**config.mk**
```make
export PLATFORM = sky130hd
export DESIGN_NAME = rc5_block_cipher
export DESIGN_NICKNAME = d
export VERILOG_FILES = /design/src/hdl/rc5_pkg.sv /design/src/hdl/rc5_round.sv /design/src/hdl/rc5_block_cipher.sv
export SDC_FILE = /design/constraint.sdc
export NUM_CORES = 2
export LEC_CHECK = 0
export BUFFER_PORTS_ARGS = -buffer_cell sky130_fd_sc_hd__buf_2
export CELL_PAD_IN_SITES_DETAIL_PLACEMENT = 1
export CELL_PAD_IN_SITES_GLOBAL_PLACEMENT = 2
export CORE_ASPECT_RATIO = 0.6
export CORE_MARGIN = 8
export CORE_UTILIZATION = 30
export CTS_CLUSTER_DIAMETER = 60
export DETAILED_ROUTE_END_ITERATION = 10
export GPL_TIMING_DRIVEN = 1
export HOLD_SLACK_MARGIN = 0.05
export PLACE_DENSITY_LB_ADDON = 0.1
export SYNTH_ARGS = -nofsm -noshare
export SYNTH_HDL_FRONTEND = slang
export SYNTH_SLANG_ARGS = --single-unit
```
**constraint.sdc**
```tcl
create_clock -name clk -period 29.6 [get_ports clk]
set_input_delay 4.44 -clock clk [delete_from_list [all_inputs] [get_ports clk]]
set_output_delay 4.44 -clock clk [all_outputs]
set_load 0.03 [all_outputs]
```
**src/hdl/rc5_pkg.sv**
```systemverilog
// shared types, constants and rotate helpers for the rc5 cipher block
`default_nettype none
package rc5_pkg;

  localparam int CFG_INDEX_W = 3;
  localparam int CFG_DATA_W  = 64;

  // configuration register indexes
  localparam logic [CFG_INDEX_W-1:0] CFG_KEY_WORDS_0_1  = 3'd0;
  localparam logic [CFG_INDEX_W-1:0] CFG_KEY_WORDS_2_3  = 3'd1;
  localparam logic [CFG_INDEX_W-1:0] CFG_KEY_WORDS_4_5  = 3'd2;
  localparam logic [CFG_INDEX_W-1:0] CFG_KEY_WORDS_6_7  = 3'd3;
  localparam logic [CFG_INDEX_W-1:0] CFG_KEY_WORD_COUNT = 3'd4;

  localparam logic [3:0] KEY_COUNT_RESET = 4'd4;

  // operation codes
  localparam logic [1:0] OP_ENCRYPT = 2'd0;
  localparam logic [1:0] OP_DECRYPT = 2'd1;
  localparam logic [1:0] OP_EXPAND  = 2'd2;

  localparam logic [31:0] RC5_P = 32'hb7e15163;
  localparam logic [31:0] RC5_Q = 32'h9e3779b9;

  typedef enum logic [2:0] {
    MODE_ENC_WHITEN = 3'd0,
    MODE_ENC_ROUND  = 3'd1,
    MODE_DEC_ROUND  = 3'd2,
    MODE_DEC_WHITEN = 3'd3,
    MODE_MIX        = 3'd4
  } rc5_mode_t;

  typedef struct packed {
    logic [1:0]  operation;
    logic [31:0] block_a;
    logic [31:0] block_b;
  } in_item_t;

  typedef struct packed {
    logic [31:0] out_a;
    logic [31:0] out_b;
  } out_item_t;

  function automatic logic [31:0] rotl32(input logic [31:0] x, input logic [4:0] n);
    logic [63:0] t;
    t = {x, x} << n;
    return t[63:32];
  endfunction

  function automatic logic [31:0] rotr32(input logic [31:0] x, input logic [4:0] n);
    logic [63:0] t;
    t = {x, x} >> n;
    return t[31:0];
  endfunction

endpackage
`default_nettype wire

```
**src/hdl/rc5_round.sv**
```systemverilog
// shared rc5 datapath: one cipher round, whitening, or one key-mixing step
`default_nettype none
module rc5_round (
  input  wire rc5_pkg::rc5_mode_t mode,
  input  wire logic [31:0]        a,
  input  wire logic [31:0]        b,
  input  wire logic [31:0]        k0,
  input  wire logic [31:0]        k1,
  output logic [31:0]             a_out,
  output logic [31:0]             b_out
);
  import rc5_pkg::*;

  logic [31:0] enc_a;
  logic [31:0] dec_b;
  logic [31:0] mix_a;
  logic [31:0] mix_s;

  always_comb begin
    enc_a = rotl32(a ^ b, b[4:0]) + k0;
    dec_b = rotr32(b - k1, a[4:0]) ^ a;
    mix_a = rotl32(k0 + a + b, 5'd3);
    mix_s = mix_a + b;
    unique case (mode)
      MODE_ENC_WHITEN: begin
        a_out = a + k0;
        b_out = b + k1;
      end
      MODE_ENC_ROUND: begin
        a_out = enc_a;
        b_out = rotl32(b ^ enc_a, enc_a[4:0]) + k1;
      end
      MODE_DEC_ROUND: begin
        a_out = rotr32(a - k0, dec_b[4:0]) ^ dec_b;
        b_out = dec_b;
      end
      MODE_DEC_WHITEN: begin
        a_out = a - k0;
        b_out = b - k1;
      end
      MODE_MIX: begin
        // k1 carries the key word, result goes back to the key word store
        a_out = mix_a;
        b_out = rotl32(k1 + mix_s, mix_s[4:0]);
      end
      default: begin
        a_out = a;
        b_out = b;
      end
    endcase
  end

endmodule
`default_nettype wire

```
**src/hdl/rc5_block_cipher.sv**
```systemverilog
// rc5-32 block cipher top level: sequencer, round-key ram and key store
//
// Input words carry an operation (encrypt, decrypt, expand key) and a 64-bit
// block as two 32-bit halves; every accepted word yields exactly one output
// word. Both channels use valid/ready. Key registers are written through the
// cfg port; the user must do so only while idle (the block does not check).
// Encrypt/decrypt: one shared round unit does a whole round per cycle, reading
// two round keys per cycle from the dual-read round-key ram. The word passes
// through the prime, cipher and finish states; the result becomes valid and
// in_ready returns on the same edge, so a new block waits for the last one.
// Expand key: the seed state fills the table, then one mixing step per cycle
// for 3*max(TABLE_WORDS, key words) steps, bound by the single read/write
// port pair of the ram; the result (zero) then passes the finish state.
// The unused operation code goes straight to the finish state and returns zero.
// in_ready is high only while idle. A finished result waits in the sequencer
// until the output register is free, so a stalled receiver stalls the block.
// Reset clears control state, zeroes the key registers and sets the key word
// count to 4. The round-key table is not cleared: expand a key before use.
`default_nettype none
module rc5_block_cipher #(
  parameter int ROUNDS        = 16,
  parameter int TABLE_WORDS   = 34,
  parameter int MAX_KEY_WORDS = 8
) (
  input  wire logic                               clk,
  input  wire logic                               rst,
  input  wire logic                               in_valid,
  output logic                                    in_ready,
  input  wire rc5_pkg::in_item_t                  in_data,
  output logic                                    out_valid,
  input  wire logic                               out_ready,
  output rc5_pkg::out_item_t                      out_data,
  input  wire logic                               cfg_write,
  input  wire logic [rc5_pkg::CFG_INDEX_W-1:0]    cfg_index,
  input  wire logic [rc5_pkg::CFG_DATA_W-1:0]     cfg_data
);
  import rc5_pkg::*;

  localparam int AW        = (TABLE_WORDS > 1) ? $clog2(TABLE_WORDS) : 1;
  localparam int PW        = $clog2(ROUNDS + 2);
  localparam int JW        = (MAX_KEY_WORDS > 1) ? $clog2(MAX_KEY_WORDS) : 1;
  localparam int LO_WORDS  = (MAX_KEY_WORDS < 4) ? MAX_KEY_WORDS : 4;
  localparam int MAX_STEPS = 3 * ((TABLE_WORDS > MAX_KEY_WORDS) ? TABLE_WORDS : MAX_KEY_WORDS);
  localparam int SW        = $clog2(MAX_STEPS);

  typedef enum logic [5:0] {
    ST_IDLE  = 6'b000001,
    ST_PRIME = 6'b000010,
    ST_CIPH  = 6'b000100,
    ST_SEED  = 6'b001000,
    ST_MIX   = 6'b010000,
    ST_FIN   = 6'b100000
  } state_t;

  state_t state;

  logic [63:0]   key_regs [4];
  logic [3:0]    key_count;
  logic [31:0]   mix_words [MAX_KEY_WORDS];
  logic [31:0]   round_keys [TABLE_WORDS];

  logic [31:0]   a;
  logic [31:0]   b;
  logic [31:0]   seed;
  logic          dec;
  logic [PW-1:0] pc;
  logic [AW-1:0] i;
  logic [JW-1:0] j;
  logic [JW-1:0] j_last;
  logic [SW-1:0] st;

  logic [31:0]   rk0;
  logic [31:0]   rk1;
  logic          z0;
  logic          z1;

  logic          in_fire;
  logic          load_keys;
  logic [PW-1:0] pc_step;
  logic          ciph_last;
  logic [PW-1:0] pair;
  logic [7:0]    idx0;
  logic [7:0]    idx1;
  logic          ok0;
  logic          ok1;
  logic [AW-1:0] raddr0;
  logic [AW-1:0] raddr1;
  logic          zero0;
  logic [AW-1:0] i_next;
  logic [JW-1:0] j_next;
  logic          mem_we;
  logic [31:0]   mem_wdata;
  logic [3:0]    words;
  logic [7:0]    max_w;
  logic [9:0]    steps;

  rc5_mode_t     mode;
  logic [31:0]   k0;
  logic [31:0]   k1;
  logic [31:0]   ua;
  logic [31:0]   ub;

  assign in_ready  = (state == ST_IDLE);
  assign in_fire   = in_valid && in_ready;
  assign load_keys = in_fire && (in_data.operation == OP_EXPAND);

  // configuration registers
  always_ff @(posedge clk) begin
    if (rst) begin
      for (int n = 0; n < 4; n++) begin
        key_regs[n] <= '0;
      end
      key_count <= KEY_COUNT_RESET;
    end else if (cfg_write) begin
      case (cfg_index)
        CFG_KEY_WORDS_0_1:  key_regs[0] <= cfg_data;
        CFG_KEY_WORDS_2_3:  key_regs[1] <= cfg_data;
        CFG_KEY_WORDS_4_5:  key_regs[2] <= cfg_data;
        CFG_KEY_WORDS_6_7:  key_regs[3] <= cfg_data;
        CFG_KEY_WORD_COUNT: key_count   <= cfg_data[3:0];
        default: ;
      endcase
    end
  end

  // key word count saturated into the supported range, and the mix step count
  always_comb begin
    if (key_count < 4'(LO_WORDS)) begin
      words = 4'(LO_WORDS);
    end else if (key_count > 4'(MAX_KEY_WORDS)) begin
      words = 4'(MAX_KEY_WORDS);
    end else begin
      words = key_count;
    end
    max_w = (8'(words) > 8'(TABLE_WORDS)) ? 8'(words) : 8'(TABLE_WORDS);
    steps = 10'(max_w) * 10'd3;
  end

  // cipher key-pair sequencing
  assign pc_step   = dec ? pc - PW'(1) : pc + PW'(1);
  assign ciph_last = dec ? (pc == '0) : (pc == PW'(ROUNDS));

  assign i_next = (i == AW'(TABLE_WORDS - 1)) ? '0 : i + AW'(1);
  assign j_next = (j == j_last) ? '0 : j + JW'(1);

  // round-key ram addressing; keys past the table read as zero
  always_comb begin
    pair = (state == ST_PRIME) ? pc : pc_step;
    idx0 = 8'({pair, 1'b0});
    idx1 = 8'({pair, 1'b1});
    ok0  = idx0 < 8'(TABLE_WORDS);
    ok1  = idx1 < 8'(TABLE_WORDS);
    if (state == ST_PRIME || state == ST_CIPH) begin
      raddr0 = ok0 ? idx0[AW-1:0] : '0;
      zero0  = !ok0;
    end else begin
      // prefetch the next mixing entry; entry 0 while seeding
      raddr0 = (state == ST_MIX) ? i_next : '0;
      zero0  = 1'b0;
    end
    raddr1 = ok1 ? idx1[AW-1:0] : '0;
  end

  assign mem_we    = (state == ST_SEED) || (state == ST_MIX);
  assign mem_wdata = (state == ST_SEED) ? seed : ua;

  always_ff @(posedge clk) begin
    if (mem_we) begin
      round_keys[i] <= mem_wdata;
    end
    rk0 <= round_keys[raddr0];
    rk1 <= round_keys[raddr1];
    z0  <= zero0;
    z1  <= !ok1;
  end

  // key mixing words: loaded from config at expand, updated each mix step
  for (genvar g = 0; g < MAX_KEY_WORDS; g++) begin : g_mix
    localparam int KR = g / 2;
    always_ff @(posedge clk) begin
      if (load_keys) begin
        mix_words[g] <= (g % 2 == 1) ? key_regs[KR][63:32] : key_regs[KR][31:0];
      end else if (state == ST_MIX && j == JW'(g)) begin
        mix_words[g] <= ub;
      end
    end
  end

  // shared arithmetic unit
  always_comb begin
    if (state == ST_CIPH) begin
      if (dec) begin
        mode = (pc == '0) ? MODE_DEC_WHITEN : MODE_DEC_ROUND;
      end else begin
        mode = (pc == '0) ? MODE_ENC_WHITEN : MODE_ENC_ROUND;
      end
    end else begin
      mode = MODE_MIX;
    end
    k0 = z0 ? '0 : rk0;
    k1 = (state == ST_MIX) ? mix_words[j] : (z1 ? '0 : rk1);
  end

  rc5_round u_round (
    .mode  (mode),
    .a     (a),
    .b     (b),
    .k0    (k0),
    .k1    (k1),
    .a_out (ua),
    .b_out (ub)
  );

  // sequencer
  always_ff @(posedge clk) begin
    if (rst) begin
      state     <= ST_IDLE;
      out_valid <= 1'b0;
    end else begin
      if (out_valid && out_ready) begin
        out_valid <= 1'b0;
      end
      unique case (state)
        ST_IDLE: begin
          if (in_valid) begin
            a   <= in_data.block_a;
            b   <= in_data.block_b;
            dec <= (in_data.operation == OP_DECRYPT);
            case (in_data.operation)
              OP_ENCRYPT: begin
                pc    <= '0;
                state <= ST_PRIME;
              end
              OP_DECRYPT: begin
                pc    <= PW'(ROUNDS);
                state <= ST_PRIME;
              end
              OP_EXPAND: begin
                i      <= '0;
                seed   <= RC5_P;
                j_last <= JW'(words - 4'd1);
                st     <= SW'(steps - 10'd1);
                state  <= ST_SEED;
              end
              default: begin
                a     <= '0;
                b     <= '0;
                state <= ST_FIN;
              end
            endcase
          end
        end
        ST_PRIME: begin
          state <= ST_CIPH;
        end
        ST_CIPH: begin
          a  <= ua;
          b  <= ub;
          pc <= pc_step;
          if (ciph_last) begin
            state <= ST_FIN;
          end
        end
        ST_SEED: begin
          seed <= seed + RC5_Q;
          i    <= i + AW'(1);
          if (i == AW'(TABLE_WORDS - 1)) begin
            i     <= '0;
            j     <= '0;
            a     <= '0;
            b     <= '0;
            state <= ST_MIX;
          end
        end
        ST_MIX: begin
          a  <= ua;
          b  <= ub;
          i  <= i_next;
          j  <= j_next;
          st <= st - SW'(1);
          if (st == '0) begin
            a     <= '0;
            b     <= '0;
            state <= ST_FIN;
          end
        end
        ST_FIN: begin
          if (!out_valid || out_ready) begin
            out_valid      <= 1'b1;
            out_data.out_a <= a;
            out_data.out_b <= b;
            state          <= ST_IDLE;
          end
        end
        default: begin
          state <= ST_IDLE;
        end
      endcase
    end
  end

`ifndef ASSERT_OFF
  // a result word appears only when the sequencer hands one over
  a_out_from_fin: assert property (@(posedge clk) disable iff (rst)
    $rose(out_valid) |-> $past(state == ST_FIN))
    else $error("output word raised outside the finish state");

  // the round-key table is written only during key expansion
  a_ram_write_expand: assert property (@(posedge clk) disable iff (rst)
    mem_we |-> (state == ST_SEED || state == ST_MIX))
    else $error("round-key write outside key expansion");

  // cipher pair counter stays within the round schedule
  a_pair_range: assert property (@(posedge clk) disable iff (rst)
    (state == ST_CIPH) |-> (pc <= PW'(ROUNDS)))
    else $error("round counter out of range");

  // an accepted word always starts work
  a_accept_busy: assert property (@(posedge clk) disable iff (rst)
    in_fire |=> (state != ST_IDLE))
    else $error("accepted word left the block idle");
`endif

endmodule
`default_nettype wire

```
* Word level (Yosys, flattened, before mapping) *
Memories as Yosys holds them, arrays and structs flattened. A register that Yosys moved wholly into a read port is not among the register bits.
Cells that the tools add are included.

storage, ports and cells
  word-level logic and storage cells = 250
  memories kept = 3
  bits in registers = 198
  memory bits (writable) = 1600

memories
  memory      words  width  read ports  clocked after memory_dff  wr ports  line                    text
  round_keys  34     32     2           2                         1         rc5_block_cipher.sv:60  logic [31:0] round_keys [TABLE_WORDS];
  key_regs    4      64     4           0                         4         rc5_block_cipher.sv:57  logic [63:0] key_regs [4];
  mix_words   8      32     1           1                         8         rc5_block_cipher.sv:59  logic [31:0] mix_words [MAX_KEY_WORDS];

cells by class
  order comparisons = 4
  bitwise logic cells = 17
  $add $sub $neg = 16
  mux-type cells = 113
  eq/ne operators = 33
  shifts and indexed selects = 5
  reduce and logical (&&, ||, !) cells = 43

operator list
  cell                                                                   count
  32-bit two-way mux                                                     21
  32-bit one-hot mux with 5 select lines                                 2
  64-bit two-way mux                                                     4
  32-bit one-hot mux with 4 select lines                                 2
  32-bit adder                                                           7
  64-bit by 5-bit << shifter with 64-bit output                          3
  64-bit by 5-bit >> shifter with 32-bit output                          2
  32-bit XOR                                                             4
  6-bit two-way mux                                                      12
  32-bit one-hot mux with 2 select lines                                 1
  32-bit subtractor                                                      2
  1-bit two-way mux                                                      52
  6-bit one-hot mux with 6 select lines                                  1
  32-bit adder, second input constant                                    1
  6-bit one-hot mux with 2 select lines                                  2
  4-bit AND reduction                                                    6
  5-bit one-hot mux with 2 select lines                                  2
  3-bit by 2-bit equality test with 1-bit output, second input constant  6
  3-bit equality test, second input constant                             6
  3-bit two-way mux                                                      6
  5-bit two-way mux                                                      3
  7-bit two-way mux                                                      2
  7-bit one-hot mux with 2 select lines                                  1
  6-bit equality test, second input constant                             2
  other kinds (40)                                                       81

* Logic depth before layout (Yosys ltp) *
  depth in word-level cells = 10
  gate-level depth with buffers = 66
  gate-level depth less buffers = 61

* Hierarchy *
Synthesis repeated with hierarchy kept, for this count alone.

second synthesis, totals
  cells, all modules = 9886
  area, all modules = 107797.1 sq um

by module, submodules not included
  module            instances  cells each  seq. area each (sq um)  area each (sq um)
  rc5_block_cipher  1          5731        55202.9                 79431.2
  rc5_round         1          4155        0.0                     28366.0

* Least setup slack after synthesis *
Ideal clock, no wire load.

  kind = register to register
  from = register a[1]
  to = memory mix_words[4][29], data pin
  stages on the path, launching flop included = 65
  data arrival time = 13337 ps
  data required time = 29331 ps
  setup time = 269 ps
  setup slack = 15994 ps
  path buffers = 7
  cells stage by stage = edfxtp_1 > buf_2 > clkinv_1 > buf_1 > clkbuf_1 > buf_1 > clkbuf_1 > clkbuf_1 > fa_1 > nor2_1 > o21ai_0 > a21oi_1 > o21ai_0 > a21oi_1 > o311ai_0 > and4b_1 > nor2_1 > xnor2_1 > (+29 left out) > and2_1 > a221o_1 > a21o_1 > a21oi_1 > xnor2_1 > ha_1 > and4_1 > a221oi_1 > o21ai_0 > xor2_1 > xnor2_1 > o221ai_1 > o311a_1 > mux2_2 > nand2_1 > and2_1 > clkbuf_1 > a21oi_1

RTL lines
  element                 line                     text
  start, declared         rc5_block_cipher.sv:62   logic [31:0] a;
  start signal, assigned  rc5_block_cipher.sv:226  a <= in_data.block_a;
  start signal, assigned  rc5_block_cipher.sv:257  a <= ua;
  start signal, assigned  rc5_block_cipher.sv:276  a <= ua;
  end, declared           rc5_block_cipher.sv:59

==> results.md <==
- WL per Instance: 37.76 um
- TritonRoute pass-1 iters: 6
- Setup CP Type: reg2reg
- Clk_lat worst skew: 0.94 ns
- Max-Cap Viols: 1
- Global-route wire length before repair: roughly 790 mm
- Synthesis-to-finish area growth: 13.52%
- CTS tree: done
- Critical path's slowest cell: nor3_1
- Async S/R FF share, synth: 0
- Final Net Count: 10820
- Worst flop-to-flop path startpoint: z0
- Vias/cell: ~6.1
- Layout cell share with drive strength beyond 1: 0.1274
- DRT iter0 DRCs: approximately 12000
- Sequential share of the synthesized area: 0.5043
- Reg2reg setup slack: 12.78 ns
- Failing checks: max-capacitance violations, max-slew violations
- Final setup violation count: 0
- Hpwl dp: ~410 mm
- Run status: complete, but fails checks
- Arr. time, crit path: ~17 ns
- Final WS setup: 12.78 ns
- DRT Wirelength: 583.3 mm
- Placed Instances: 15040
- Syn Nets: about 11000
- HP Start: key_count[2]
- Row count: approximately 170
- RSZ-0062 raised after global routing: no
- Clock buffer depth: 4
- Clock transition at the registers of the reported paths: approximately 0.060 ns
- Initial Util: 0.3020
- Worst endpoint required time: between 30 and 40 ns
- Synth Flop Type: edfxtp_1
- Ys Warns: 0
- Cell mode on critical path: a21oi_1
- Period utilisation layout: 0.5681
- Cell area after synthesis: ~110000 um2
- Num CTS Buffers: 212
- CP max FO: 34
- Final hold vios: 0
- Clock skew: approximately 0.091 ns
- Commonest non-fill, non-tap cells in the layout: 1785 x edfxtp_1, 1443 x nand2_1, 691 x and2_1
- H-tree levels: 4
- # port buffers: around 200
- Fmax: 59.46 MHz
- Routability Congestion: 0.9782
- # Post-CTS Setup Buffers: 0
- Vias: around 94000
- Cells after Synth: about 10000
- Post-CTS Hold Buffers: 0
- PostCTS Resize Cnt: 0
- Largest net degree at the start of global routing: 165
- Max incr delay on CP: between 1 and 1.5 ns
- Die H: slightly below 500 um
- Core Util, Final: 0.3429
- Worst slew pin tran: ~1.5 ns
- Max Slew Vio Count: 1
- Worst setup EP type: flip-flop
- Synth top area cells: edfxtp_1 49%, nand2_1 5.0%, and2_1 4.0%
- Top-area cell type share of the netlist area: 0.4897
- Syn avg cell area: 10.52 um2
- Area leader, netlist: edfxtp_1
- Non-Filler Instances: between 15000 and 20000
- Number of flops mapped to enable cells by yosys: about 1800
- # clock sinks: approximately 1900
- Initial antenna violation count: a little under 80
- # fillers: about 40000
- Die area: roughly 390000 um2
- Seq cells post-synth: 1865
- Slew headroom: -0.006915
- Final routed DRC violation total: 0
- Fin crit period: roughly 17 ns
- Place WS: ~13 ns
- Setup TNS: 0 ns
- Remaining antenna violation count: 0
- Core area: about 360000 um2
- Vias in the first global route: ~90000
- Grt total ovfl: 0
- Most common cell after layout, fill and taps aside: edfxtp_1
- Yosys cell types: about 120
- CTS Root Cell: clkbuf_16
- Die width: slightly below 800 um
- Top Ports: 204
- CP startpoint: z0
- Worst Hold Class: reg2reg
- GRT Overall Usage: 0.2895
- Startpoint type of the worst setup path: flip-flop
-- kinds of logic after synthesis --
kind of cell | share of synthesized area
compound gates | 0.1868
buf+inv | 0.03375
mux | 0.06382
fa+ha+maj | 0.03177
xor+xnor | 0.03325
simple gates | 0.1464
flops | 0.5043
-- per-stage QoR --
| stage | hold slack, ns | cell area [um2] |
|---|---|---|
| after floorplan | 0.4206 | 109500 |
| after global placement | 0.4613 | 117300 |
| after detailed placement | 0.4642 | 117300 |
| after CTS | 0.4666 | 124200 |
| after global routing | 0.4858 | 124200 |
| final | 0.4763 | 124300 |
-- final cells by class --
cell class | instances | area (um2) | area share
clock buffer | 263 | 5693 | 0.04581
inverter | 186 | 700.7 | 0.005638
tap | 4844 | 6061 | 0.04877
clock inverter | 116 | 1190 | 0.009575
multi-input combinational | 7586 | 51490 | 0.4143
antenna | 24 | 60.06 | 0.0004833
timing repair buffer | 564 | 3862 | 0.03108
sequential | 1865 | 55210 | 0.4443
-- metal layers --
metal	wire length (um)	GRT usage	vias up
li1	-	-	39350
met1	283000	0.4527	49000
met2	221600	0.3799	4484
met3	60870	0.08126	664
met4	17730	0.07655	12
met5	84	0	-
-- worst max-delay path: cells and delay by family, from the launching register on --
family,cells,cell delay [ns]
AO/OA/AOI/OAI,32,8.04
AND/OR/NAND/NOR,13,4.03
adder cells (fa/ha/maj),5,1.90
XOR/XNOR,5,1.46
buffers and inverters,3,0.51
flip-flops,1,0.29
multiplexers,1,0.24
-- synth_stat cells, drive strengths merged, types with 251 or more instances --
cell and number:
xnor2 251, ha 262, a21oi 542, mux2i 273, and2 695, clkbuf 668, edfxtp 1785, o21ai 694
nor2 648, a211oi 318, nand2 1451, a311oi 299
-- final timing paths --
check / endpoint / depth (start not counted)
hold reg to reg: key_count[2] / 2
hold / removal: key_count[2] / 2
setup reg to reg: mix_words[1][17] / 59
setup / recovery: mix_words[1][17] / 59
-- flip-flops by register name, summed over array words and instances (netlist names), named ones only --
signal,cells
z0,1
j,3
rk1,32
j_last,3
i,6
pc,5
key_regs,256
seed,32
st,7
dec,1
z1,1
b,32
a,32
rk0,32
out_data,64
key_count,4
out_valid,1
state,6
mix_words,256
round_keys,1088
Power is left out: the tool's default activity adds up to more than one toggle a clock period on the data nets, which glitch-free logic cannot reach.
